`src/design/gro_pkg.sv`:
```
`timescale 1ns / 1ps

package gro_pkg;

    // Default side of the square routing grid, in cells.
    localparam int GRID_SIDE_DEF = 64;

    // Width of one coordinate and of one grid limit register.
    localparam int COORD_W = 6;

    // Width of the result status code.
    localparam int STATUS_W = 3;

    // Configuration register indexes.
    localparam logic [0:0] CFG_GRID_WIDTH  = 1'b0;
    localparam logic [0:0] CFG_GRID_HEIGHT = 1'b1;

    // Result status codes.
    localparam logic [STATUS_W-1:0] ST_OK      = 3'd0;
    localparam logic [STATUS_W-1:0] ST_COLLIDE = 3'd1;
    localparam logic [STATUS_W-1:0] ST_NOPATH  = 3'd2;
    localparam logic [STATUS_W-1:0] ST_DIAG    = 3'd3;
    localparam logic [STATUS_W-1:0] ST_RANGE   = 3'd4;

    // Controller states.
    typedef enum logic [2:0] {
        S_INIT,
        S_IDLE,
        S_LOAD,
        S_WALK,
        S_CLEAR,
        S_FINISH
    } t_state;

    // Commands from the controller to the datapath.
    typedef struct packed {
        logic accept;       // latch the incoming request
        logic start;        // set up the walker and read the first bitmap row
        logic walk_step;    // test and mark one cell
        logic clear_write;  // zero one bitmap row
        logic finish;       // update route state and load the result register
    } t_ctl_cmd;

    // Status from the datapath to the controller.
    typedef struct packed {
        logic is_clear;     // latched request is a clear command
        logic need_walk;    // latched vertex has cells to walk
        logic walk_done;    // this walk step is the last one
        logic clear_last;   // this clear write reaches the last row
        logic out_free;     // result register can take a new result
    } t_ctl_stat;

endpackage

```
`src/design/gro_ram.sv`:
```
`timescale 1ns / 1ps

module gro_ram #(
    parameter int WIDTH = 8,
    parameter int DEPTH = 64
) (
    input  logic                     i_clk,
    input  logic                     i_we,
    input  logic [$clog2(DEPTH)-1:0] i_waddr,
    input  logic [WIDTH-1:0]         i_wdata,
    input  logic [$clog2(DEPTH)-1:0] i_raddr,
    output logic [WIDTH-1:0]         o_rdata
);

    logic [WIDTH-1:0] r_mem [DEPTH];
    logic [WIDTH-1:0] r_rdata;

    // One write port and one registered read port.
    always_ff @(posedge i_clk) begin
        if (i_we) begin
            r_mem[i_waddr] <= i_wdata;
        end
        r_rdata <= r_mem[i_raddr];
    end

    assign o_rdata = r_rdata;

endmodule

```
`src/design/gro_datapath.sv`:
```
`timescale 1ns / 1ps

module gro_datapath #(
    parameter int GRID_SIDE = gro_pkg::GRID_SIDE_DEF
) (
    input  logic                          i_clk,
    input  logic                          i_rst_n,
    input  gro_pkg::t_ctl_cmd             i_cmd,
    output gro_pkg::t_ctl_stat            o_stat,
    input  logic                          i_cfg_we,
    input  logic [0:0]                    i_cfg_idx,
    input  logic [gro_pkg::COORD_W-1:0]   i_cfg_wdata,
    input  logic                          i_in_cmd,
    input  logic [gro_pkg::COORD_W-1:0]   i_in_x,
    input  logic [gro_pkg::COORD_W-1:0]   i_in_y,
    input  logic                          i_in_first,
    input  logic                          i_in_last,
    output logic                          o_m_axis_tvalid,
    input  logic                          i_m_axis_tready,
    output logic [gro_pkg::STATUS_W-1:0]  o_out_status,
    output logic                          o_out_route_ok
);

    import gro_pkg::*;

    localparam int AW = $clog2(GRID_SIDE);
    localparam logic [8:0] SIDE_MAX = 9'(GRID_SIDE - 1);
    localparam logic [AW-1:0] ROW_LAST = AW'(GRID_SIDE - 1);

    // Route and path state.
    logic [COORD_W-1:0] r_px, r_py, n_px, n_py;
    logic [1:0]         r_vc, n_vc;
    logic               r_ab, n_ab;
    logic               r_rg, n_rg;
    logic [COORD_W-1:0] r_gw, r_gh;
    logic [AW-1:0]      r_clr_idx;
    logic               r_m_tvalid;

    // Latched request and walker.
    logic                r_cmd, r_first, r_last;
    logic [COORD_W-1:0]  r_x, r_y;
    logic [COORD_W-1:0]  r_cx, r_cy, n_cx, n_cy;
    logic [GRID_SIDE-1:0] r_row;
    logic                r_use_ram;
    logic                r_collide;
    logic [STATUS_W-1:0] r_m_status, n_status, base_status;
    logic                r_m_route;

    // Bitmap row port signals.
    logic                 ram_we;
    logic [AW-1:0]        ram_waddr, ram_raddr;
    logic [GRID_SIDE-1:0] ram_wdata, ram_rdata;
    logic [GRID_SIDE-1:0] row_cur, row_set;
    logic                 hit;

    // Decode of the latched vertex against the path state.
    logic       new_path, active, diag, same, range_bad, fin_err;
    logic [1:0] eff_vc, vc1;
    logic       eff_ab;

    assign new_path  = r_first | (r_vc == 2'd0);
    assign eff_vc    = new_path ? 2'd0 : r_vc;
    assign eff_ab    = new_path ? 1'b0 : r_ab;
    assign active    = (eff_vc != 2'd0) && !eff_ab;
    assign diag      = (r_x != r_px) && (r_y != r_py);
    assign same      = (r_x == r_px) && (r_y == r_py);
    assign range_bad = (r_x > r_gw) || (r_y > r_gh) ||
                       ({3'b000, r_x} > SIDE_MAX) || ({3'b000, r_y} > SIDE_MAX);
    assign vc1       = (eff_vc == 2'd2) ? 2'd2 : eff_vc + 2'd1;

    // Walker: the row in hand comes from the memory after a new row read,
    // otherwise from the copy updated on the last step.
    assign row_cur = r_use_ram ? ram_rdata : r_row;
    assign hit     = row_cur[AW'(r_cy)];

    always_comb begin
        row_set             = row_cur;
        row_set[AW'(r_cy)]  = 1'b1;
    end

    // Next cell: x moves first, then y.
    always_comb begin
        n_cx = r_cx;
        n_cy = r_cy;
        if (r_cx != r_x) begin
            n_cx = (r_cx < r_x) ? r_cx + 6'd1 : r_cx - 6'd1;
        end else begin
            n_cy = (r_cy < r_y) ? r_cy + 6'd1 : r_cy - 6'd1;
        end
    end

    // Bitmap ports: the clear sweep and the walker share the write port.
    assign ram_we    = i_cmd.clear_write | (i_cmd.walk_step & !hit);
    assign ram_waddr = i_cmd.clear_write ? r_clr_idx : AW'(r_cx);
    assign ram_wdata = i_cmd.clear_write ? '0 : row_set;
    assign ram_raddr = i_cmd.start ? AW'(r_px) : AW'(n_cx);

    gro_ram #(
        .WIDTH (GRID_SIDE),
        .DEPTH (GRID_SIDE)
    ) u_bitmap (
        .i_clk   (i_clk),
        .i_we    (ram_we),
        .i_waddr (ram_waddr),
        .i_wdata (ram_wdata),
        .i_raddr (ram_raddr),
        .o_rdata (ram_rdata)
    );

    // Status of the vertex before the end-of-path check.
    always_comb begin
        base_status = ST_OK;
        if (range_bad) begin
            base_status = ST_RANGE;
        end else if (active) begin
            if (diag)           base_status = ST_DIAG;
            else if (r_collide) base_status = ST_COLLIDE;
        end
    end

    assign fin_err = (base_status != ST_OK);

    // Route state after this request.
    always_comb begin
        n_px     = r_px;
        n_py     = r_py;
        n_vc     = r_vc;
        n_ab     = r_ab;
        n_rg     = r_rg;
        n_status = ST_OK;
        if (!r_cmd) begin
            n_px = '0;
            n_py = '0;
            n_vc = 2'd0;
            n_ab = 1'b0;
            n_rg = 1'b1;
        end else begin
            n_status = base_status;
            n_rg     = r_rg & !fin_err;
            n_ab     = eff_ab | fin_err;
            n_vc     = vc1;
            if (!range_bad) begin
                n_px = r_x;
                n_py = r_y;
            end
            if (r_last) begin
                if (vc1 <= 2'd1) begin
                    n_rg = 1'b0;
                    if (base_status == ST_OK) n_status = ST_NOPATH;
                end
                n_vc = 2'd0;
                n_ab = 1'b0;
            end
        end
    end

    // Control state with reset.
    always_ff @(posedge i_clk) begin
        if (!i_rst_n) begin
            r_px       <= '0;
            r_py       <= '0;
            r_vc       <= 2'd0;
            r_ab       <= 1'b0;
            r_rg       <= 1'b1;
            r_gw       <= 6'd63;
            r_gh       <= 6'd63;
            r_clr_idx  <= '0;
            r_m_tvalid <= 1'b0;
        end else begin
            if (i_cfg_we) begin
                if (i_cfg_idx == CFG_GRID_WIDTH)  r_gw <= i_cfg_wdata;
                if (i_cfg_idx == CFG_GRID_HEIGHT) r_gh <= i_cfg_wdata;
            end
            if (i_cmd.finish) begin
                r_px <= n_px;
                r_py <= n_py;
                r_vc <= n_vc;
                r_ab <= n_ab;
                r_rg <= n_rg;
            end
            if (i_cmd.clear_write) begin
                r_clr_idx <= (r_clr_idx == ROW_LAST) ? '0 : r_clr_idx + 1'b1;
            end
            if (i_cmd.finish) begin
                r_m_tvalid <= 1'b1;
            end else if (i_m_axis_tready) begin
                r_m_tvalid <= 1'b0;
            end
        end
    end

    // Request latch, walker and result payload.
    always_ff @(posedge i_clk) begin
        if (i_cmd.accept) begin
            r_cmd   <= i_in_cmd;
            r_x     <= i_in_x;
            r_y     <= i_in_y;
            r_first <= i_in_first;
            r_last  <= i_in_last;
        end
        if (i_cmd.start) begin
            r_cx      <= r_px;
            r_cy      <= r_py;
            r_use_ram <= 1'b1;
            r_collide <= 1'b0;
        end else if (i_cmd.walk_step) begin
            r_cx      <= n_cx;
            r_cy      <= n_cy;
            r_row     <= row_set;
            r_use_ram <= (n_cx != r_cx);
            r_collide <= hit;
        end
        if (i_cmd.finish) begin
            r_m_status <= n_status;
            r_m_route  <= n_rg;
        end
    end

    assign o_stat.is_clear   = !r_cmd;
    assign o_stat.need_walk  = r_cmd && !range_bad && active && !diag && !same;
    assign o_stat.walk_done  = hit || ((n_cx == r_x) && (n_cy == r_y));
    assign o_stat.clear_last = (r_clr_idx == ROW_LAST);
    assign o_stat.out_free   = !r_m_tvalid || i_m_axis_tready;

    assign o_m_axis_tvalid = r_m_tvalid;
    assign o_out_status    = r_m_status;
    assign o_out_route_ok  = r_m_route;

    // The walker never stands on the target vertex.
    a_not_target: assert property (@(posedge i_clk) disable iff (!i_rst_n)
        i_cmd.walk_step |-> ((r_cx != r_x) || (r_cy != r_y)))
        else $error("walker reached the target cell");

    // Every walked segment is straight.
    a_straight: assert property (@(posedge i_clk) disable iff (!i_rst_n)
        i_cmd.walk_step |-> ((r_cx == r_x) || (r_cy == r_y)))
        else $error("walker left a straight segment");

    // The route flag only comes back through a clear request.
    a_route_sticky: assert property (@(posedge i_clk) disable iff (!i_rst_n)
        (!r_rg && !(i_cmd.finish && !r_cmd)) |=> !r_rg)
        else $error("route flag set without a clear");

    // A result is never loaded over one that is still waiting.
    a_no_overwrite: assert property (@(posedge i_clk) disable iff (!i_rst_n)
        (i_cmd.finish && r_m_tvalid) |-> i_m_axis_tready)
        else $error("pending result overwritten");

endmodule

```
`config.mk`:
```
export PLATFORM = sky130hd
export DESIGN_NAME = gro_datapath
export DESIGN_NICKNAME = d
export VERILOG_FILES = /design/src/design/gro_pkg.sv /design/src/design/gro_ram.sv /design/src/design/gro_datapath.sv
export SDC_FILE = /design/constraint.sdc
export NUM_CORES = 2
export LEC_CHECK = 0
export BUFFER_PORTS_ARGS = -buffer_cell sky130_fd_sc_hd__buf_2
export CAP_MARGIN = 20
export CORE_MARGIN = 5
export CORE_UTILIZATION = 40
export DETAILED_ROUTE_END_ITERATION = 16
export PLACE_DENSITY = 0.62
export SYNTH_ARGS = -nofsm -noshare
export SYNTH_HDL_FRONTEND = slang
export SYNTH_HIERARCHICAL = 1
export SYNTH_SLANG_ARGS = --single-unit
export TNS_END_PERCENT = 50
```
`constraint.sdc`:
```
create_clock -name i_clk -period 9.7 [get_ports i_clk]
set_clock_uncertainty 0.15 [all_clocks]
set_input_delay 0.485 -clock i_clk [delete_from_list [all_inputs] [get_ports i_clk]]
set_output_delay 0.485 -clock i_clk [all_outputs]
set_load 0.02 [all_outputs]
```
## Yosys cells after proc, flatten, opt, wreduce, memory -nomap -nowiden

Memories as Yosys holds them, arrays and structs flattened. A register that Yosys moved wholly into a read port is not among the register bits.
Index checks and enable logic that the tools add are counted.

| operators by class | value |
|---|---|
| bitwise logic cells | 8 |
| order comparisons | 7 |
| equality and inequality tests | 11 |
| mux-type cells | 42 |
| add/subtract/negate cells | 6 |
| reduce and logical (&&, ||, !) cells | 30 |

Operator list:

| operator | count |
|---|---|
| two-way mux 64 bit | 2 |
| two-way mux 6 bit | 15 |
| bitwise OR 64 bit | 1 |
| equality test 6 bit | 4 |
| inequality test 6 bit | 4 |
| adder 6 x 1 -> 6 bit, second input constant | 3 |
| two-way mux 1 bit | 13 |
| greater-than comparator 6 bit | 2 |
| less-than comparator 6 bit | 2 |
| two-way mux 2 bit | 6 |
| two-way mux 3 bit | 4 |
| subtractor 6 x 1 -> 6 bit, second input constant | 2 |
| logical AND 1 bit | 9 |
| zero test 1 bit | 8 |
| AND reduction 2 bit | 4 |
| less-than comparator 6 x 7 -> 1 bit, second input constant | 1 |
| binary-select mux 1 bit (select 6 bit) | 1 |
| demux 1 bit (select 6 bit) | 1 |
| equality test 6 bit, second input constant | 1 |
| greater-or-equal comparator 6 x 1 -> 1 bit, second input constant | 1 |
| nonzero test 2 bit | 3 |
| zero test 3 bit | 1 |
| logical OR 1 bit | 3 |
| bitwise OR 1 bit | 3 |
| other kinds (8) | 10 |

| storage, ports and cells | value |
|---|---|
| memories kept | 1 |
| bits in registers | 132 |
| output and inout port bits | 10 |
| word-level logic and storage cells | 126 |
| memory bits (writable) | 4096 |

Memories:

| memory | depth | bits a word | read ports | clocked after memory_dff | write ports | RTL line | text |
|---|---|---|---|---|---|---|---|
| u_bitmap.r_mem | 64 | 64 | 1 | 1 | 1 | gro_ram.sv:15 | `logic [WIDTH-1:0] r_mem [DEPTH];` |

## Depth between registers and ports, before layout

| depth | value |
|---|---|
| word-level depth | 13 |
| gate-level depth with buffers | 21 |

## Modules after synthesis

The synthesis kept the hierarchy.

Modules (own cells, without submodules):

| module | seq. area each (µm²) | cells each | area each (µm²) | instances |
|---|---|---|---|---|
| gro_ram | 124279.2 | 6598 | 156348.7 | 1 |
| gro_datapath | 3593.4 | 762 | 7891.3 | 1 |

## Worst setup path after synthesis

No wires, ideal clock.

| timing path | value |
|---|---|
| path type | reg-to-reg |
| from | register r_cy[1] |
| to | memory u_bitmap/r_mem[49][0] (netlist name) (enable) |
| data arrival time | 6.548 ns |
| cell stages (with the launch flop) | 12 |
| path buffers | 2 |
| clock period less this slack | 7.262 ns |
| path slack | 2.438 ns |
| library setup time | 0.564 ns |
| cells stage by stage | edfxtp_1 > inv_2 > or3_1 > buf_4 > buf_6 > o22ai_1 > nor4_1 > o22ai_1 > nor4_2 > a21o_1 > nand4_1 > nor3_1 |

| on the way | value |
|---|---|
| word-level cells in the longest chain between the ends | 7 |

Ends and longest elaborated chain:

| element | RTL line | text |
|---|---|---|
| start: declaration | gro_datapath.sv:42 | `logic [COORD_W-1:0] r_cx, r_cy, n_cx, n_cy;` |
| start signal: assignment | gro_datapath.sv:203 | `r_cy <= r_py;` |
| start signal: assignment | gro_datapath.sv:208 | `r_cy <= n_cy;` |
| binary-select mux 1 bit (select 6 bit) | gro_datapath.sv:74 | `assign hit = row_cur[AW'(r_cy)];` |
| two-way mux 1 bit (implied by the code) | gro_datapath.sv:74 |  |
| zero test 1 bit | gro_datapath.sv:93 | `assign ram_we = i_cmd.clear_write \| (i_cmd.walk_step & !hit);` |
| bitwise AND 1 bit | gro_datapath.sv:93 |  |
| bitwise OR 1 bit | gro_datapath.sv:93 |  |
| named net ram_we | gro_datapath.sv:50 | `logic ram_we;` |
| two-way mux 1 bit | gro_ram.sv:20 | `if (i_we) begin` |
| two-way mux 1 bit (implied by the code) | gro_ram.sv:21 | `r_mem[i_waddr] <= i_wdata;` |
| end: declaration | gro_ram.sv:15 |  |

The timed path passes the listed nets, and every way through them passes these cells. The select of a mux whose other input is x is not followed.

## Worst setup path after layout

| timing path | value |
|---|---|
| from | register r_use_ram |
| to | memory u_bitmap/r_mem[35][33] (netlist name) (enable) |

| on the way | value |
|---|---|
| word-level cells in the longest chain between the ends | 8 |

Ends and longest elaborated chain:

| element | RTL line | text |
|---|---|---|
| start: declaration | gro_datapath.sv:44 | `logic r_use_ram;` |
| start signal: assignment | gro_datapath.sv:210 | `r_use_ram <= (n_cx != r_cx);` |
| two-way mux 64 bit | gro_datapath.sv:73 | `assign row_cur = r_use_ram ? ram_rdata : r_row;` |
| binary-select mux 1 bit (select 6 bit) | gro_datapath.sv:74 |  |
| two-way mux 1 bit (implied by the code) | gro_datapath.sv:74 |  |
| zero test 1 bit | gro_datapath.sv:93 |  |
| bitwise AND 1 bit | gro_datapath.sv:93 |  |
| bitwise OR 1 bit | gro_datapath.sv:93 |  |
| named net ram_we | gro_datapath.sv:50 |  |
| two-way mux 1 bit | gro_ram.sv:20 |  |
| two-way mux 1 bit (implied by the code) | gro_ram.sv:21 |  |

The timed path passes the listed nets, and every way through them passes these cells. The select of a mux whose other input is x is not followed.

==> metrics <==
status completed; RSZ-0062 raised after global routing false; Syn Nets 7428; Crit. End Element flip-flop; Final Hold Vio Count 0; Total GRT Usage 0.207; Die Ht 651 µm; Crit Path Class reg -> reg; FF+latch count, synth 4292; leakage slightly below 60 nW; most frequent cells in the layout edfxtp_1 (4191), mux4_2 (1024), clkbuf_16 (438), buf_4 (223), mux2i_1 (201); Synth area leader edfxtp_1; Sw Pwr a little under 20 mW; hold slack about 120 ps; Rel. slew slack 0.176; CP Max Fanout 65; vias in the first global route 81300; dpl hpwl 250000 µm; CTS H-Tree Depth 5; fillers 33600; initial drt markers 11400; Final ANT Viol Nets 0; CTS tree yes; PortBufs 40; Initial DRT Pass Iterations 5; Hold Crit Class in -> reg; RePlAce Congestion 0.914; vias post-DR 81100; Total Nets Final 7800; largest net degree at the start of global routing 106; FF-to-FF path depth 9; Max Transition Viols Final 0; Avg Cell Area, Syn approximately 22 µm²; Arr. time, crit path 7370 ps; first-pass GRT wire length between 600000 and 700000 µm; most common cell after layout, fill and taps aside edfxtp_1; worst reg2reg path startpoint r_use_ram; EDFF count, synth 4191; ys flop type edfxtp_1; Net Sw Frac 0.336; Critical Path RT 10120 ps; wire per inst 33.2 µm; Remaining Overflow, GRT 0; Die Width 651 µm; distinct cell type count after synthesis 59; P per Cell Area between 300 and 400 nW/µm²; endpoints failing setup 0; root buffer cell clkbuf_16; Clk Latency, worst-skew pair ~990 ps; vias per cell 5.98; min-delay src i_in_y[5]; CTS Sinks 4292; critical path's top delay family simple AND/OR/NAND/NOR gates; setup tns final 0 ps; Ys Warns 6; initial core utilization 0.401; dpl cell area ~170000 µm²; asr flop ratio synth 0; Netlist Area Pre-Place 164000 µm²; Hold EP r_y[5]; non-filler cells, final 13600; Max Clock Freq 144 MHz; cell internal pwr 37.9 mW; Startpoint Class flip-flop; setup bufs post-CTS 0; most used cell, CP o22ai_1; Worst Max-Slew Pin Slew 1230 ps; Reg-to-Reg End u_bitmap/r_mem[35][33]; top-area cell type share of the netlist area 0.766; placed insts 12700; register area share after synthesis 0.779; drc violations 0; die area 424000 µm²; final non-filler cell area approximately 190000 µm²; cell count of the worst hold path 2; sequential group share of total power 0.403; CTS Buffer Depth 4; share of cells above drive strength 1 0.267; WL final between 400000 and 500000 µm; Layout area overhead 14.1%; cell row count 235; CTS clock-pin slew for the worst setup and hold paths about 60 ps; total power 57.1 mW; Clock Power Share 0.289; initial antenna violation count 18; crit-path cells mux2i_1, o22ai_1, nor4_1, o22ai_1, nor4_2, a21o_1, nand3_1, nor2_4, buf_4; max incr delay on CP ~1100 ps; Place WS 2920 ps; setup slack, reg-to-reg ~2800 ps; Period minus WS final 6950 ps; worst vdd ir 503 µV; cts bufs inserted 432; period utilisation layout 0.716; final core occ 0.458; Worst Path Buf+Inv 1; core footprint roughly 400000 µm²; Slowest-stage cell, CP dfxtp_4; max cap viols 0; ranking of synthesized cells by area edfxtp_1 (77%), mux4_2 (14%), dfxtp_1 (1.2%), mux2i_1 (1.2%), a22oi_1 (0.84%); Setup WS post-layout 2750 ps; synthesized instance count 7360; I/O pins 41; combinational share of power 0.308
==> power groups by stage <==
stage | Combinational (mW) | Sequential (mW) | Clock [mW]
finish | 17.6 | 23.0 | 16.5
global route | 18.3 | 23.0 | 17.6
CTS | 17.5 | 23.0 | 16.8
detailed placement | 17.5 | 23.4 | 0
global placement | 17.3 | 23.4 | 0
floorplan | 10.1 | 23.2 | 0
==> metal layers <==
layer  share of wire  GRT usage  vias up  wire length (µm)
met3           0.093     0.0428      685             41900
met2            0.48      0.331     4283            214000
li1                -          -    32000                 -
met4           0.035     0.0676        4             15900
met1            0.40      0.287    44100            178000
met5        0.000062          0        -                28
==> flip-flops by register name, summed over array words and instances, names as in the netlist, 2 cells and up <==
signal,count
r_row,64
r_y,6
r_x,6
r_cx,6
o_out_status,3
r_clr_idx,6
r_py,6
u_bitmap/r_mem,4096
r_vc,2
r_gw,6
u_bitmap/o_rdata,64
r_cy,6
r_px,6
r_gh,6
==> synthesized netlist by cell type (all sizes together), types with 16 or more instances <==
library cell	count
or2	30
dfxtp	101
ha	35
nand3	57
buf	249
o21ai	86
nand2	97
mux4	1024
clkbuf	164
nor2b	113
xnor2	20
a22oi	184
mux2i	202
edfxtp	4191
a211oi	65
a31oi	19
or3	35
o221ai	39
inv	55
a22o	88
a2bb2oi	19
nand2b	16
o22ai	120
nor2	142
xor2	18
and3	67
a41oi	26
==> worst max path at each step <==
stage,startpoint,to,slack (ps),cells past startpoint
6_report,r_use_ram,u_bitmap/r_mem[35][33],2750,9
3_3_place_gp,r_x[4],u_bitmap/o_rdata[43],2870,17
3_5_place_dp,r_x[4],u_bitmap/o_rdata[43],2920,17
2_1_floorplan,r_cy[1],u_bitmap/r_mem[49][0],2440,11
4_1_cts,r_x[4],u_bitmap/o_rdata[43],2880,17
5_1_grt,r_use_ram,u_bitmap/r_mem[30][53],2730,10
==> area by class of cell <==
cell class	instances	area, µm²	area share
clock inverters	245	2460	0.0131
clock buffers	557	11600	0.0619
diodes	11	27.5	0.000147
inverters	55	206	0.00110
repair buffers	351	3250	0.0174
well taps	5451	6820	0.0364
multi-input cells	2600	35200	0.188
flip-flops and latches	4292	128000	0.682
==> kinds of logic (layout without fill, tap and decap cells) <==
logic type / count (synthesis) / in the layout / share of synthesized area
flops: 4292 / 4292 / 0.779
mux: 1236 / 1236 / 0.153
compound gates: 690 / 690 / 0.0306
simple gates: 598 / 598 / 0.0189
buf+inv: 468 / 1208 / 0.0135
xor+xnor: 39 / 39 / 0.00216
fa+ha+maj: 37 / 37 / 0.00291
other cells: 0 / 11 / 0
==> what timing repair did <==
| item | CTS | global route |
|---|---|---|
| resized for setup | 0 | 0 |
| hold endpoints to repair | 72 | 0 |
| hold buffers | 39 | 0 |
No activity file was read; power rests on OpenSTA's default activity.
