--- config.mk ---
export PLATFORM = sky130hd
export DESIGN_NAME = gro_ctrl
export DESIGN_NICKNAME = d
export VERILOG_FILES = /design/src/design/gro_pkg.sv /design/src/design/gro_ctrl.sv
export SDC_FILE = /design/constraint.sdc
export NUM_CORES = 1
export LEC_CHECK = 0
export ABC_AREA = 1
export BUFFER_PORTS_ARGS = -buffer_cell sky130_fd_sc_hd__buf_4
export CAP_MARGIN = 20
export CORE_AREA = 2 2 39 41
export CTS_CLUSTER_SIZE = 16
export DETAILED_ROUTE_END_ITERATION = 10
export DIE_AREA = 0 0 41 43
export HOLD_SLACK_MARGIN = 0.05
export SLEW_MARGIN = 20
export SYNTH_ARGS = -nofsm -noshare
export SYNTH_HDL_FRONTEND = slang
export SYNTH_SLANG_ARGS = --single-unit
--- constraint.sdc ---
create_clock -name i_clk -period 1.05 [get_ports i_clk]
set_input_delay 0.0525 -clock i_clk [delete_from_list [all_inputs] [get_ports i_clk]]
set_output_delay 0.0525 -clock i_clk [all_outputs]
set_load 0.03 [all_outputs]
--- src/design/gro_pkg.sv ---
`timescale 1ns / 1ps

package gro_pkg;

    // Default side of the square routing grid, in cells.
    localparam int GRID_SIDE_DEF = 64;

    // Width of one coordinate and of one grid limit register.
    localparam int COORD_W = 6;

    // Width of the result status code.
    localparam int STATUS_W = 3;

    // Configuration register indexes.
    localparam logic [0:0] CFG_GRID_WIDTH  = 1'b0;
    localparam logic [0:0] CFG_GRID_HEIGHT = 1'b1;

    // Result status codes.
    localparam logic [STATUS_W-1:0] ST_OK      = 3'd0;
    localparam logic [STATUS_W-1:0] ST_COLLIDE = 3'd1;
    localparam logic [STATUS_W-1:0] ST_NOPATH  = 3'd2;
    localparam logic [STATUS_W-1:0] ST_DIAG    = 3'd3;
    localparam logic [STATUS_W-1:0] ST_RANGE   = 3'd4;

    // Controller states.
    typedef enum logic [2:0] {
        S_INIT,
        S_IDLE,
        S_LOAD,
        S_WALK,
        S_CLEAR,
        S_FINISH
    } t_state;

    // Commands from the controller to the datapath.
    typedef struct packed {
        logic accept;       // latch the incoming request
        logic start;        // set up the walker and read the first bitmap row
        logic walk_step;    // test and mark one cell
        logic clear_write;  // zero one bitmap row
        logic finish;       // update route state and load the result register
    } t_ctl_cmd;

    // Status from the datapath to the controller.
    typedef struct packed {
        logic is_clear;     // latched request is a clear command
        logic need_walk;    // latched vertex has cells to walk
        logic walk_done;    // this walk step is the last one
        logic clear_last;   // this clear write reaches the last row
        logic out_free;     // result register can take a new result
    } t_ctl_stat;

endpackage

--- src/design/gro_ctrl.sv ---
`timescale 1ns / 1ps

module gro_ctrl (
    input  logic               i_clk,
    input  logic               i_rst_n,
    input  logic               i_s_axis_tvalid,
    output logic               o_s_axis_tready,
    input  gro_pkg::t_ctl_stat i_stat,
    output gro_pkg::t_ctl_cmd  o_cmd
);

    import gro_pkg::*;

    t_state r_state;
    t_state n_state;

    // State register; reset starts the bitmap sweep.
    always_ff @(posedge i_clk) begin
        if (!i_rst_n) begin
            r_state <= S_INIT;
        end else begin
            r_state <= n_state;
        end
    end

    // Next state.
    always_comb begin
        n_state = r_state;
        case (r_state)
            S_INIT: begin
                if (i_stat.clear_last) n_state = S_IDLE;
            end
            S_IDLE: begin
                if (i_s_axis_tvalid) n_state = S_LOAD;
            end
            S_LOAD: begin
                if (i_stat.is_clear)       n_state = S_CLEAR;
                else if (i_stat.need_walk) n_state = S_WALK;
                else                       n_state = S_FINISH;
            end
            S_WALK: begin
                if (i_stat.walk_done) n_state = S_FINISH;
            end
            S_CLEAR: begin
                if (i_stat.clear_last) n_state = S_FINISH;
            end
            S_FINISH: begin
                if (i_stat.out_free) n_state = S_IDLE;
            end
            default: begin
                n_state = S_INIT;
            end
        endcase
    end

    // Commands to the datapath.
    always_comb begin
        o_cmd           = '0;
        o_s_axis_tready = 1'b0;
        case (r_state)
            S_INIT: begin
                o_cmd.clear_write = 1'b1;
            end
            S_IDLE: begin
                o_s_axis_tready = 1'b1;
                o_cmd.accept    = i_s_axis_tvalid;
            end
            S_LOAD: begin
                o_cmd.start = 1'b1;
            end
            S_WALK: begin
                o_cmd.walk_step = 1'b1;
            end
            S_CLEAR: begin
                o_cmd.clear_write = 1'b1;
            end
            S_FINISH: begin
                o_cmd.finish = i_stat.out_free;
            end
            default: begin
                o_cmd = '0;
            end
        endcase
    end

    // A walk ends only in the finishing state.
    a_walk_exit: assert property (@(posedge i_clk) disable iff (!i_rst_n)
        (r_state == S_WALK) |=> (r_state == S_WALK || r_state == S_FINISH))
        else $error("walk left for a state other than finish");

    // A clear request always runs the full sweep before its result.
    a_clear_path: assert property (@(posedge i_clk) disable iff (!i_rst_n)
        (r_state == S_LOAD && i_stat.is_clear) |=> (r_state == S_CLEAR))
        else $error("clear request skipped the bitmap sweep");

    // A new request is never taken while one is in progress.
    a_one_item: assert property (@(posedge i_clk) disable iff (!i_rst_n)
        o_cmd.accept |=> (r_state == S_LOAD))
        else $error("accepted request did not enter load");

endmodule

Word level (Yosys, flattened, before mapping)
Cells that the tools add are included.
Storage, ports and cells
  logic and storage cells: 28
  output and inout port bits: 6
  register bits: 3
  bits of input ports: 8
Cells by class
  reductions and logical operators: 3
  equal/unequal tests: 10
  multiplexer cells: 14
Operator list (number)
  two-way mux 3 bit: 7
  one-hot mux 3 bit (6 select lines): 1
  inequality test 2 bit (second input constant): 5
  equality test 3 x 2 -> 1 bit (second input constant): 2
  equality test 3 bit (second input constant): 2
  two-way mux 1 bit: 6
  AND reduction 5 bit: 1
  equality test 3 x 1 -> 1 bit (second input constant): 1
  zero test 3 bit: 1
  OR reduction 2 bit: 1

Depth between registers and ports, before layout
Gate-level depths: netlist of the first run.
  word-level depth: 3
  depth in mapped cells: 8
  depth with buffers taken out: 8

Least setup slack after synthesis of the first run
No wires, ideal clock.
  path kind: register -> register
  start point: reg r_state[1]
  end point: reg r_state[1]
  setup time: 113 ps
  stages on the path, launching flop included: 7
  path buffers: 0
  data required time: 937 ps
  slack: -317 ps
  arrival: 1254 ps
  period minus slack after synthesis: 1367 ps
  cell sequence: dfxtp_1 -> nor2_1 -> nand2_1 -> nand2_1 -> nor2_2 -> nor2_1 -> nor2_1
Between the ends
  longest elaborated chain between the ends: 3
  elaborated cells on any way between the ends: 13
  classes of those cells: eq/ne (10); mux (1); reduce/logical (2)
Ends and longest elaborated chain
  from (decl): line gro_ctrl.sv:14  | t_state r_state;
  from (signal assigned): line gro_ctrl.sv:22  | r_state <= n_state;
  equality test 3 x 2 -> 1 bit, or another cell as far along: line gro_ctrl.sv:29  | case (r_state)
  inequality test 2 bit (no line)
  AND reduction 5 bit (no line)
Several ways; a longest one is shown, not always the timed one.
A chain may end at the register's enable or synchronous reset.

==> impl_metrics.py, run 1 <==
metrics = {
    "worst_setup_path": {
        "startpoint": "r_state[1]",
        "timing.critical_path.arrival_ps": 1050,
        "timing.rr.end": "r_state[2]",
        "worstPathMaxFanout": 5,
        "r2r.worst_path.cells": 8,
        "worst-endpoint-required_ps": 1000,
        "start_kind": "flip-flop",
        "rrSetupSlack_ps": -30,
        "worst_setup_path_endpoint": "o_cmd[3]",
        "worstReg2RegStart": "r_state[0]",
        "setup.worst_path.class": "reg -> out",
        "worstSetupEndpointType": "primary output",
    },
    "drt": {
        "postRouteWirelength_um": 771,
        "dr.pass1.iters": 1,
        "wl_per_cell_um": 8.761,
        "vias_per_cell": 4.068,
        "vias": 358,
        "count_of_routing_violations_after_the_opening_detailed_route_iteration": 0,
        "drtAntennaViolNets": 0,
        "number_of_design_rule_violations_left_after_detail_routing": 0,
    },
    "floorplanning": {
        "fp.dieH_um": 43,
        "placement_rows": 14,
        "initial_core_util": 0.1835,
        "die_ar_um2": 1763,
        "die_w_um": 41,
        "core_region_area_um2": 1384,
        "design.portCount": 14,
    },
    "synth": {
        "synthesis.area_um2": 254.0,
        "main_area_contributors_after_synthesis": "sky130_fd_sc_hd__dfxtp_1 24%, sky130_fd_sc_hd__nand2_1 21%, sky130_fd_sc_hd__nor2_1 21%, sky130_fd_sc_hd__inv_1 16%, sky130_fd_sc_hd__nand3_1 3.9%",
        "synth_area_leader_cell": "sky130_fd_sc_hd__dfxtp_1",
        "syn_area_per_cell_um2": 5.080,
        "sequential_cell_area_fraction_in_the_yosys_report": 0.2365,
        "ys_seq_elements": 3,
        "yosysTopAreaCellShare": 0.2365,
        "synth-warning-count": 0,
        "synth_nets": 58,
        "post_synthesis_cells": 50,
        "synth_cell_types": 11,
    },
    "clock_tree": {
        "cts.clk_slew.worst_paths_ps": 40,
        "root_buffer": "sky130_fd_sc_hd__clkbuf_4",
        "h-tree-depth": 1,
        "cts-root-to-sink-buffers": 2,
        "tritoncts_clock_tree": "done",
        "hold_buffers": 0,
        "cts_made_buffers": 3,
        "clk_latency_ps": 230,
        "tritoncts_num_sinks": 3,
    },
    "sta": {
        "timing.max_slew.rel_slack": 0.8889,
        "setup_viol": 7,
        "tns_ps": -251.4,
        "finClkSkew_ps": 1.919,
        "final-hold-violation-count": 0,
        "fmax_mhz": 907.0,
        "report.final.slew_viol_count": 0,
        "worst_pin_slew_ps": 166.0,
        "clock_period_minus_worst_slack_ps": 1103,
        "rsz0062_at_grt": "yes",
        "post-route-worst-setup-slack_ps": -52.59,
        "fin_crit_sh": 1.050,
    },
    "finish": {
        "syn2layout_area_growth_pct": 109.4,
        "post_route_cells_drive_above_1_share": 0.5833,
        "finalCoreUtilization": 0.3843,
        "largest_register_by_flop_count": "r_state",
        "layout.nets": 81,
        "antenna_cells": 0,
        "largest_register_ff_count": 3,
        "largest_registers": "r_state x3",
    },
    "power_and_ir_drop": {
        "net-switching-power_mw": 0.8068,
        "combinationalPowerShare": 0.668,
        "power_switching_share": 0.4907,
        "power-per-cell-area_nw_per_um2": 3092,
        "pwr-share-seq": 0.208,
        "finalPower_mw": 1.644,
        "max-vdd-ir-drop_mv": 1.021,
        "internal-power_mw": 0.8375,
        "clkPwrFrac": 0.123,
        "total_leakage_power_nw": 0.2795,
    },
    "run": {
        "drv_cap": 0,
    },
    "global_route": {
        "gr-usage-all-layers": 0.09719,
        "grt_max_degree": 9,
        "first_global_vias": 332,
        "grt_first_pass_wirelength_um": 1186,
        "antenna_found_initial": 0,
        "leftover_overflow_at_the_end_of_global_routing": 0,
    },
    "status": {
        "outcome": "complete, but fails checks",
        "failing_checks": "negative setup slack",
    },
    "placement": {
        "gp_congestion": 0.7193,
        "detailedPlacementHpwl_um": 533.1,
        "numPortBuffers": 13,
    },
    "hold_path": {
        "worst_hold_path_type": "in -> reg",
    },
}
-- synth_stat cells (all sizes together) --
master  number
nand2       14
a21oi        1
nand3        2
nand4        1
o211ai       1
dfxtp        3
buf          1
a22oi        1
inv         11
nor2        15
-- per-stage QoR --
stage               cell area [um^2]  worst slack, ps  hold WS, ps  std cells
floorplan                      284.0           -33.27        163.3         50
global placement               419.2           -128.7        296.5         81
detailed placement             419.2           -144.5        302.7         81
CTS                            520.5           -79.53        60.59         88
global route                   531.8           -128.7        78.39         88
finish                         531.8           -52.59        64.29         88
-- metal layers --
| metal | vias to the layer above | GRT usage | part of all wire |
|---|---|---|---|
| met2 | 9 | 0.1938 | 0.60 |
| met5 | - | 0 | 0 |
| met3 | 0 | 0.04712 | 0.071 |
| li1 | 192 | - | - |
| met1 | 157 | 0.08307 | 0.33 |
| met4 | 0 | 0 | 0 |
-- area by class of cell --
| cell class | instances | area (um^2) |
|---|---|---|
| Fill cell | 162 | 852.1 |
| Tap cell | 16 | 20.02 |
| Clock buffer | 4 | 26.28 |
| Multi-Input combinational cell | 35 | 205.2 |
| Inverter | 11 | 43.79 |
| Timing Repair Buffer | 19 | 165.2 |
| Sequential cell | 3 | 71.32 |
-- kinds of logic after synthesis --
group | share of synthesized area
simple gates | 0.5025
compound gates | 0.07882
flops | 0.2365
buf+inv | 0.1822
-- worst min-delay path by stage --
| stage | startpoint | to | depth (start not counted) |
|---|---|---|---|
| after detailed placement | i_rst_n | r_state[0] | 3 |
| after floorplan | i_rst_n | r_state[1] | 2 |
| after CTS | i_rst_n | r_state[0] | 3 |
| final | i_rst_n | r_state[0] | 3 |
| after global placement | i_rst_n | r_state[1] | 3 |
| after global routing | i_rst_n | r_state[1] | 3 |
-- placed cells by master, fill, tap and decap left out --
cell,n
sky130_fd_sc_hd__nand2_2,7
sky130_fd_sc_hd__inv_1,8
sky130_fd_sc_hd__clkbuf_1,1
sky130_fd_sc_hd__inv_2,2
sky130_fd_sc_hd__nand4_1,1
sky130_fd_sc_hd__inv_4,1
sky130_fd_sc_hd__buf_4,13
sky130_fd_sc_hd__buf_6,6
sky130_fd_sc_hd__a22oi_1,1
sky130_fd_sc_hd__o211ai_1,1
sky130_fd_sc_hd__nand2_1,7
sky130_fd_sc_hd__nand3_1,2
sky130_fd_sc_hd__dfxtp_4,3
sky130_fd_sc_hd__nor2_4,5
sky130_fd_sc_hd__a21oi_1,1
sky130_fd_sc_hd__clkbuf_4,3
sky130_fd_sc_hd__nor2_1,8
sky130_fd_sc_hd__nor2_2,2
-- power groups by stage --
stage	clock [mW]	combinational (mW)	sequential, mW
5_1_grt	0.219	1.20	0.362
3_3_place_gp	0	0.840	0.302
2_1_floorplan	0	0.634	0.251
3_5_place_dp	0	0.846	0.304
4_1_cts	0.210	1.05	0.337
6_report	0.203	1.10	0.343
-- critical path, stage by stage (launching register included) --
cell,delay [ps]
sky130_fd_sc_hd__dfxtp_4,390
sky130_fd_sc_hd__inv_2,60
sky130_fd_sc_hd__nor2_4,100
sky130_fd_sc_hd__nand2_2,80
sky130_fd_sc_hd__inv_1,70
sky130_fd_sc_hd__buf_6,130
-- repair_timing --
| action | CTS | global route |
|---|---|---|
| pin swaps | 5 | 5 |
| endpoints found under the setup margin | 8 | 9 |
| setup buffers | 3 | 0 |
| gates resized for setup | 19 | 3 |
Note: power is estimated with default switching activity, not from simulation.
==> run 2: changes to the inputs <==
Settings changed: PLACE_DENSITY_LB_ADDON set to 0.2.
==> impl_metrics.py, run 2 (synthesis gave the netlist of run 1 again) <==
metrics = {
    "status": {
        "outcome": "complete, but fails checks",
        "failing_checks": "negative setup slack",
    },
    "sta": {
        "clock_period_minus_worst_slack_ps": 1134,
        "worst_pin_slew_ps": 166.4,
        "post-route-worst-setup-slack_ps": -84.12,
        "final-hold-violation-count": 0,
        "fmax_mhz": 881.7,
        "setup_viol": 9,
        "timing.max_slew.rel_slack": 0.8891,
        "report.final.slew_viol_count": 0,
        "fin_crit_sh": 1.080,
        "finClkSkew_ps": 1.558,
        "rsz0062_at_grt": "yes",
    },
    "global_route": {
        "antenna_found_initial": 0,
        "grt_first_pass_wirelength_um": 1235,
        "leftover_overflow_at_the_end_of_global_routing": 0,
        "first_global_vias": 347,
        "gr-usage-all-layers": 0.1103,
        "grt_max_degree": 7,
    },
    "finish": {
        "antenna_cells": 0,
        "layout.nets": 84,
        "final_cell_area_um2": 560.5,
        "syn2layout_area_growth_pct": 120.7,
        "largest_register_ff_count": 3,
        "largest_register_by_flop_count": "r_state",
        "layout_commonest_cell": "sky130_fd_sc_hd__buf_4",
        "post_route_cells_drive_above_1_share": 0.5867,
        "final.fill_count": 154,
        "largest_registers": "r_state x3",
        "layout_common_cells": "13 x sky130_fd_sc_hd__buf_4, 9 x sky130_fd_sc_hd__buf_6, 8 x sky130_fd_sc_hd__inv_1, 8 x sky130_fd_sc_hd__nor2_1, 8 x sky130_fd_sc_hd__nand2_1",
    },
    "worst_setup_path": {
        "crit_path_max_incr_delay_ps": 400,
        "cpMaxStageDelayCell": "sky130_fd_sc_hd__dfxtp_4",
        "timing.rr.end": "r_state[2]",
        "rrSetupSlack_ps": -50,
        "r2r.worst_path.cells": 8,
        "setup.worst_path.class": "reg -> out",
        "start_kind": "flip-flop",
        "crit_family": "flip-flops",
        "worstPathMaxFanout": 5,
        "timing.critical_path.cells": "inv_2 -> nor2_2 -> nand2_2 -> inv_1 -> buf_6",
        "startpoint": "r_state[1]",
        "worstReg2RegStart": "r_state[1]",
        "timing.critical_path.arrival_ps": 1080,
        "worstSetupEndpointType": "primary output",
        "worst-endpoint-required_ps": 1000,
        "path_buf_inv": 3,
    },
    "placement": {
        "detailedPlacementHpwl_um": 555.6,
        "numPortBuffers": 13,
        "gp_congestion": 0.6783,
        "placed_area_um2": 434.2,
    },
    "hold_path": {
        "hold-path-endpoint": "r_state[1]",
        "worst_hold_path_type": "in -> reg",
        "hold_path_depth": 3,
        "hold_start": "i_rst_n",
    },
    "floorplanning": {
        "fp.dieH_um": 43,
        "placement_rows": 14,
        "initial_core_util": 0.1835,
        "die_w_um": 41,
        "die_ar_um2": 1763,
        "core_region_area_um2": 1384,
        "design.portCount": 14,
    },
    "clock_tree": {
        "cts_made_buffers": 3,
        "root_buffer": "sky130_fd_sc_hd__clkbuf_4",
        "h-tree-depth": 1,
        "clk_latency_ps": 230,
        "cts-root-to-sink-buffers": 2,
        "tritoncts_num_sinks": 3,
        "cts.clk_slew.worst_paths_ps": 40,
        "tritoncts_clock_tree": "done",
    },
    "drt": {
        "dr.pass1.iters": 4,
        "drtAntennaViolNets": 0,
        "postRouteWirelength_um": 738,
        "vias": 373,
        "number_of_design_rule_violations_left_after_detail_routing": 0,
        "count_of_routing_violations_after_the_opening_detailed_route_iteration": 2,
        "wl_per_cell_um": 8.110,
        "vias_per_cell": 4.099,
    },
    "power_and_ir_drop": {
        "total_leakage_power_nw": 0.3044,
        "max-vdd-ir-drop_mv": 0.9129,
        "power-per-cell-area_nw_per_um2": 3154,
        "finalPower_mw": 1.768,
    },
    "run": {
        "drv_cap": 0,
    },
}
run 2: cell count changes in the layout (fill, tap and decap cells not counted), sizes merged:
cell,delta
buf,+3
run 2: repair_timing:
action,in CTS,in global routing
setup buffers,4,0
cloned,0,0
pin swaps,5,1
setup endpoints to repair,7,9
gates resized for setup,20,3
hold buffers,0,0
run 2: how the worst max path moves through the flow:
stage / cells past startpoint / endpoint
global placement: 7 / r_state[1]
finish: 5 / o_cmd[3]
floorplan: 8 / r_state[1]
detailed placement: 7 / r_state[2]
global route: 9 / r_state[2]
CTS: 5 / o_cmd[3]
run 2: layout make-up:
type | count | area, um^2 | area share
multi-input cells | 35 | 202.7 | 0.3616
well taps | 16 | 20.02 | 0.03571
inverters | 11 | 41.29 | 0.07366
flip-flops and latches | 3 | 71.32 | 0.1272
repair buffers | 22 | 198.9 | 0.3549
clock buffers | 4 | 26.28 | 0.04687
run 2: where the power goes:
group | switching (mW) | internal [mW]
sequential | 0.117 | 0.206
clock | 0.0617 | 0.143
combinational | 0.638 | 0.603
run 2: worst register-to-register path, cell delays in order, from the launching register on:
cell and delay [ps]:
sky130_fd_sc_hd__dfxtp_4 400, sky130_fd_sc_hd__buf_6 120, sky130_fd_sc_hd__nand2_4 50, sky130_fd_sc_hd__nor2_4 120
sky130_fd_sc_hd__nand2_2 60, sky130_fd_sc_hd__nand2_2 70, sky130_fd_sc_hd__nor2_4 40, sky130_fd_sc_hd__nor2_1 90
sky130_fd_sc_hd__nor2_1 50
run 2: metal layers:
layer / global-route usage / share of wire / vias to the layer above
met2: 0.1781 / 0.53 / 12
met1: 0.1026 / 0.39 / 161
met5: 0 / 0 / -
met3: 0.03141 / 0.057 / 2
li1: - / - / 198
met4: 0.1000 / 0.026 / 0
run 2: metrics by stage:
step	util	hold WS, ps	instances	setup slack, ps	setup TNS, ps
after floorplan	-	163.3	50	-33.27	-49.19
after global placement	0.3137	295.3	83	-70.47	-145.9
after global routing	0.4051	55.82	91	-145.6	-1046
after detailed placement	0.3137	305.2	83	-69.24	-132.2
after CTS	0.3987	54.20	91	-84.38	-500.1
final	0.4051	57.48	91	-84.12	-442.4
==> run 3: changes to the inputs <==
Settings changed: ABC_AREA 1 to not set.
==> impl_metrics.py, run 3 <==
metrics = {
    "synth": {
        "synth_simple_gate_area_frac": 0.4500,
        "synth_area_leader_cell": "sky130_fd_sc_hd__dfxtp_1",
        "synth-warning-count": 0,
        "synth_cell_types": 24,
        "postSynth.asyncResetShare": 0,
        "synthesis.area_um2": 250.2,
        "yosys.area_share.xor_xnor": 0,
        "dominantRegCellSynth": "sky130_fd_sc_hd__dfxtp_1",
        "syn_area_per_cell_um2": 7.820,
        "ys_seq_elements": 3,
        "post_synthesis_cells": 32,
        "synth_nets": 40,
        "sequential_cell_area_fraction_in_the_yosys_report": 0.2400,
        "post_synth_most_frequent_cells": "4 x sky130_fd_sc_hd__nor2_1, 3 x sky130_fd_sc_hd__dfxtp_1, 3 x sky130_fd_sc_hd__nand2_1",
        "yosys.cell_count.top_type": "sky130_fd_sc_hd__nor2_1",
        "synth_compound_gate_area_share": 0.1750,
        "muxShareOfSynthArea": 0.06000,
        "adder_cell_share_of_the_synthesized_area": 0,
        "synth_edf_count": 0,
        "main_area_contributors_after_synthesis": "sky130_fd_sc_hd__dfxtp_1 24%, sky130_fd_sc_hd__mux2_4 6.0%, sky130_fd_sc_hd__nor2_1 6.0%, sky130_fd_sc_hd__and3_1 5.0%, sky130_fd_sc_hd__buf_6 4.5%",
        "yosysTopAreaCellShare": 0.2400,
        "synth_top_family_by_area": "simple AND/OR/NAND/NOR gates",
    },
    "sta": {
        "fmax_mhz": 713.2,
        "fin_crit_sh": 1.335,
        "post-route-worst-setup-slack_ps": -352.2,
        "setup_viol": 9,
        "rsz0062_at_grt": "yes",
        "final-hold-violation-count": 0,
        "clock_period_minus_worst_slack_ps": 1402,
        "finClkSkew_ps": 3.089,
        "timing.max_slew.rel_slack": 0.8381,
        "tns_ps": -2123,
        "report.final.slew_viol_count": 0,
        "worst_pin_slew_ps": 242.4,
    },
    "placement": {
        "numPortBuffers": 13,
        "numPlacedInstances": 66,
        "gp_congestion": 0.7212,
        "detailedPlacementHpwl_um": 545.7,
        "place_ws_ps": -404.1,
    },
    "global_route": {
        "grt_max_degree": 10,
        "grt_first_pass_wirelength_um": 1207,
        "antenna_found_initial": 0,
        "gr-usage-all-layers": 0.1014,
        "leftover_overflow_at_the_end_of_global_routing": 0,
        "first_global_vias": 314,
    },
    "worst_setup_path": {
        "rrSetupSlack_ps": -350,
        "timing.rr.end": "r_state[1]",
        "r2r.worst_path.cells": 4,
        "cpMaxStageDelayCell": "sky130_fd_sc_hd__or3_4",
        "timing.critical_path.cells": "mux2_4 -> or3_4 -> a31o_1 -> and3_1",
        "timing.critical_path.arrival_ps": 1520,
        "start_kind": "flip-flop",
        "worstReg2RegStart": "r_state[1]",
        "worst-endpoint-required_ps": 1160,
        "worstSetupEndpointType": "flip-flop",
        "setup.worst_path.class": "reg -> reg",
        "crit_path_max_incr_delay_ps": 350,
        "worstPathMaxFanout": 3,
    },
    "hold_path": {
        "hold_path_depth": 3,
        "hold-path-endpoint": "r_state[0]",
        "hold_start": "i_rst_n",
        "worst_hold_path_type": "in -> reg",
    },
    "floorplanning": {
        "die_ar_um2": 1763,
        "die_w_um": 41,
        "placement_rows": 14,
        "initial_core_util": 0.1808,
        "fp.dieH_um": 43,
        "core_region_area_um2": 1384,
        "design.portCount": 14,
    },
    "status": {
        "outcome": "complete, but fails checks",
        "failing_checks": "negative setup slack",
    },
    "run": {
        "drv_cap": 0,
    },
    "finish": {
        "instances_no_fill": 77,
        "total_area_of_sequential_cells_um2": 65.06,
        "final.fill_count": 153,
        "layout.nets": 70,
        "finalCoreUtilization": 0.4231,
        "largest_register_ff_count": 3,
        "largest_registers": "r_state x3",
        "post_route_cells_drive_above_1_share": 0.6885,
        "largest_register_by_flop_count": "r_state",
        "layout_common_cells": "14 x sky130_fd_sc_hd__buf_4, 13 x sky130_fd_sc_hd__buf_6, 3 x sky130_fd_sc_hd__nor2_4, 3 x sky130_fd_sc_hd__nand2_1, 3 x sky130_fd_sc_hd__clkbuf_4",
        "layout_commonest_cell": "sky130_fd_sc_hd__buf_4",
        "antenna_cells": 0,
        "syn2layout_area_growth_pct": 134.0,
        "multi_input_area_um2": 216.5,
    },
    "power_and_ir_drop": {
        "power-per-cell-area_nw_per_um2": 1529,
        "internal-power_mw": 0.5820,
        "finalPower_mw": 0.8954,
        "pwr-share-seq": 0.186,
        "total_leakage_power_nw": 0.2689,
        "max-vdd-ir-drop_mv": 0.8271,
        "net-switching-power_mw": 0.3133,
        "power_switching_share": 0.3500,
        "clkPwrFrac": 0.225,
        "combinationalPowerShare": 0.589,
    },
    "clock_tree": {
        "h-tree-depth": 1,
        "tritoncts_num_sinks": 3,
        "cts_made_buffers": 3,
        "cts.clk_slew.worst_paths_ps": 40,
        "cts-root-to-sink-buffers": 2,
        "clk_latency_ps": 230,
        "tritoncts_clock_tree": "done",
        "root_buffer": "sky130_fd_sc_hd__clkbuf_4",
    },
    "drt": {
        "count_of_routing_violations_after_the_opening_detailed_route_iteration": 2,
        "postRouteWirelength_um": 783,
        "dr.pass1.iters": 2,
        "wl_per_cell_um": 10.17,
        "vias_per_cell": 4.455,
        "drtAntennaViolNets": 0,
        "number_of_design_rule_violations_left_after_detail_routing": 0,
        "vias": 343,
    },
}
run 3: cell count changes after synthesis, sizes merged, moves of 2 or more:
cell	previous run	this run
inv	11	1
nor2	15	4
nand2	14	3
or3	0	2
nand3	2	0
and3	0	2
run 3: area by class of cell:
class / instances / share of cell area
clock buffer: 4 / 0.04487
inverter: 1 / 0.01068
multi-input combinational: 26 / 0.3697
sequential: 3 / 0.1111
tap: 16 / 0.03419
timing repair buffer: 27 / 0.4295
run 3: critical path, delay by kind of cell, from the launching register on:
| kind | cells | cell delay, ps |
|---|---|---|
| mux | 1 | 290 |
| flops | 1 | 340 |
| compound gates | 1 | 180 |
| simple gates | 2 | 490 |
run 3: timing repair:
item                       CTS  global route
setup endpoints to repair    9             9
resized for setup            9            13
pin swaps                    5             5
buffers inserted             4             4
hold buffers                 0             0
run 3: cells by family (layout without fill, tap and decap cells):
family	Yosys count	after routing
flops	3	3
compound gates	6	6
simple gates	19	19
mux	1	1
buf+inv	3	32
run 3: routing by layer:
metal | GRT usage | vias up | part of all wire
li1 | - | 173 | -
met4 | 0.02000 | 0 | 0
met3 | 0.05236 | 0 | 0.068
met1 | 0.1190 | 160 | 0.43
met2 | 0.1594 | 10 | 0.50
met5 | 0 | - | 0
run 3: worst max path at each step:
| stage | start | to | slack, ps | cells past startpoint |
|---|---|---|---|---|
| CTS | r_state[1] | r_state[1] | -380 | 4 |
| finish | r_state[1] | r_state[1] | -350 | 4 |
| global route | r_state[1] | r_state[2] | -410 | 4 |
| floorplan | r_state[1] | r_state[1] | -470 | 5 |
| global placement | r_state[1] | r_state[1] | -380 | 4 |
| detailed placement | r_state[1] | r_state[1] | -400 | 4 |
run 3: power by group through the flow:
| stage | Sequential (mW) | Clock (mW) | Combinational [mW] |
|---|---|---|---|
| final | 0.167 | 0.202 | 0.527 |
| after global routing | 0.170 | 0.223 | 0.566 |
| after CTS | 0.163 | 0.210 | 0.457 |
| after detailed placement | 0.164 | 0 | 0.380 |
| after global placement | 0.166 | 0 | 0.386 |
| after floorplan | 0.152 | 0 | 0.258 |
run 3: through the flow:
stage / area, um^2 / hold WS [ps]
floorplan: 281.5 / 171.3
global placement: 426.7 / 307.7
detailed placement: 426.7 / 310.1
CTS: 515.5 / 61.97
global route: 585.6 / 64.55
finish: 585.6 / 65.00
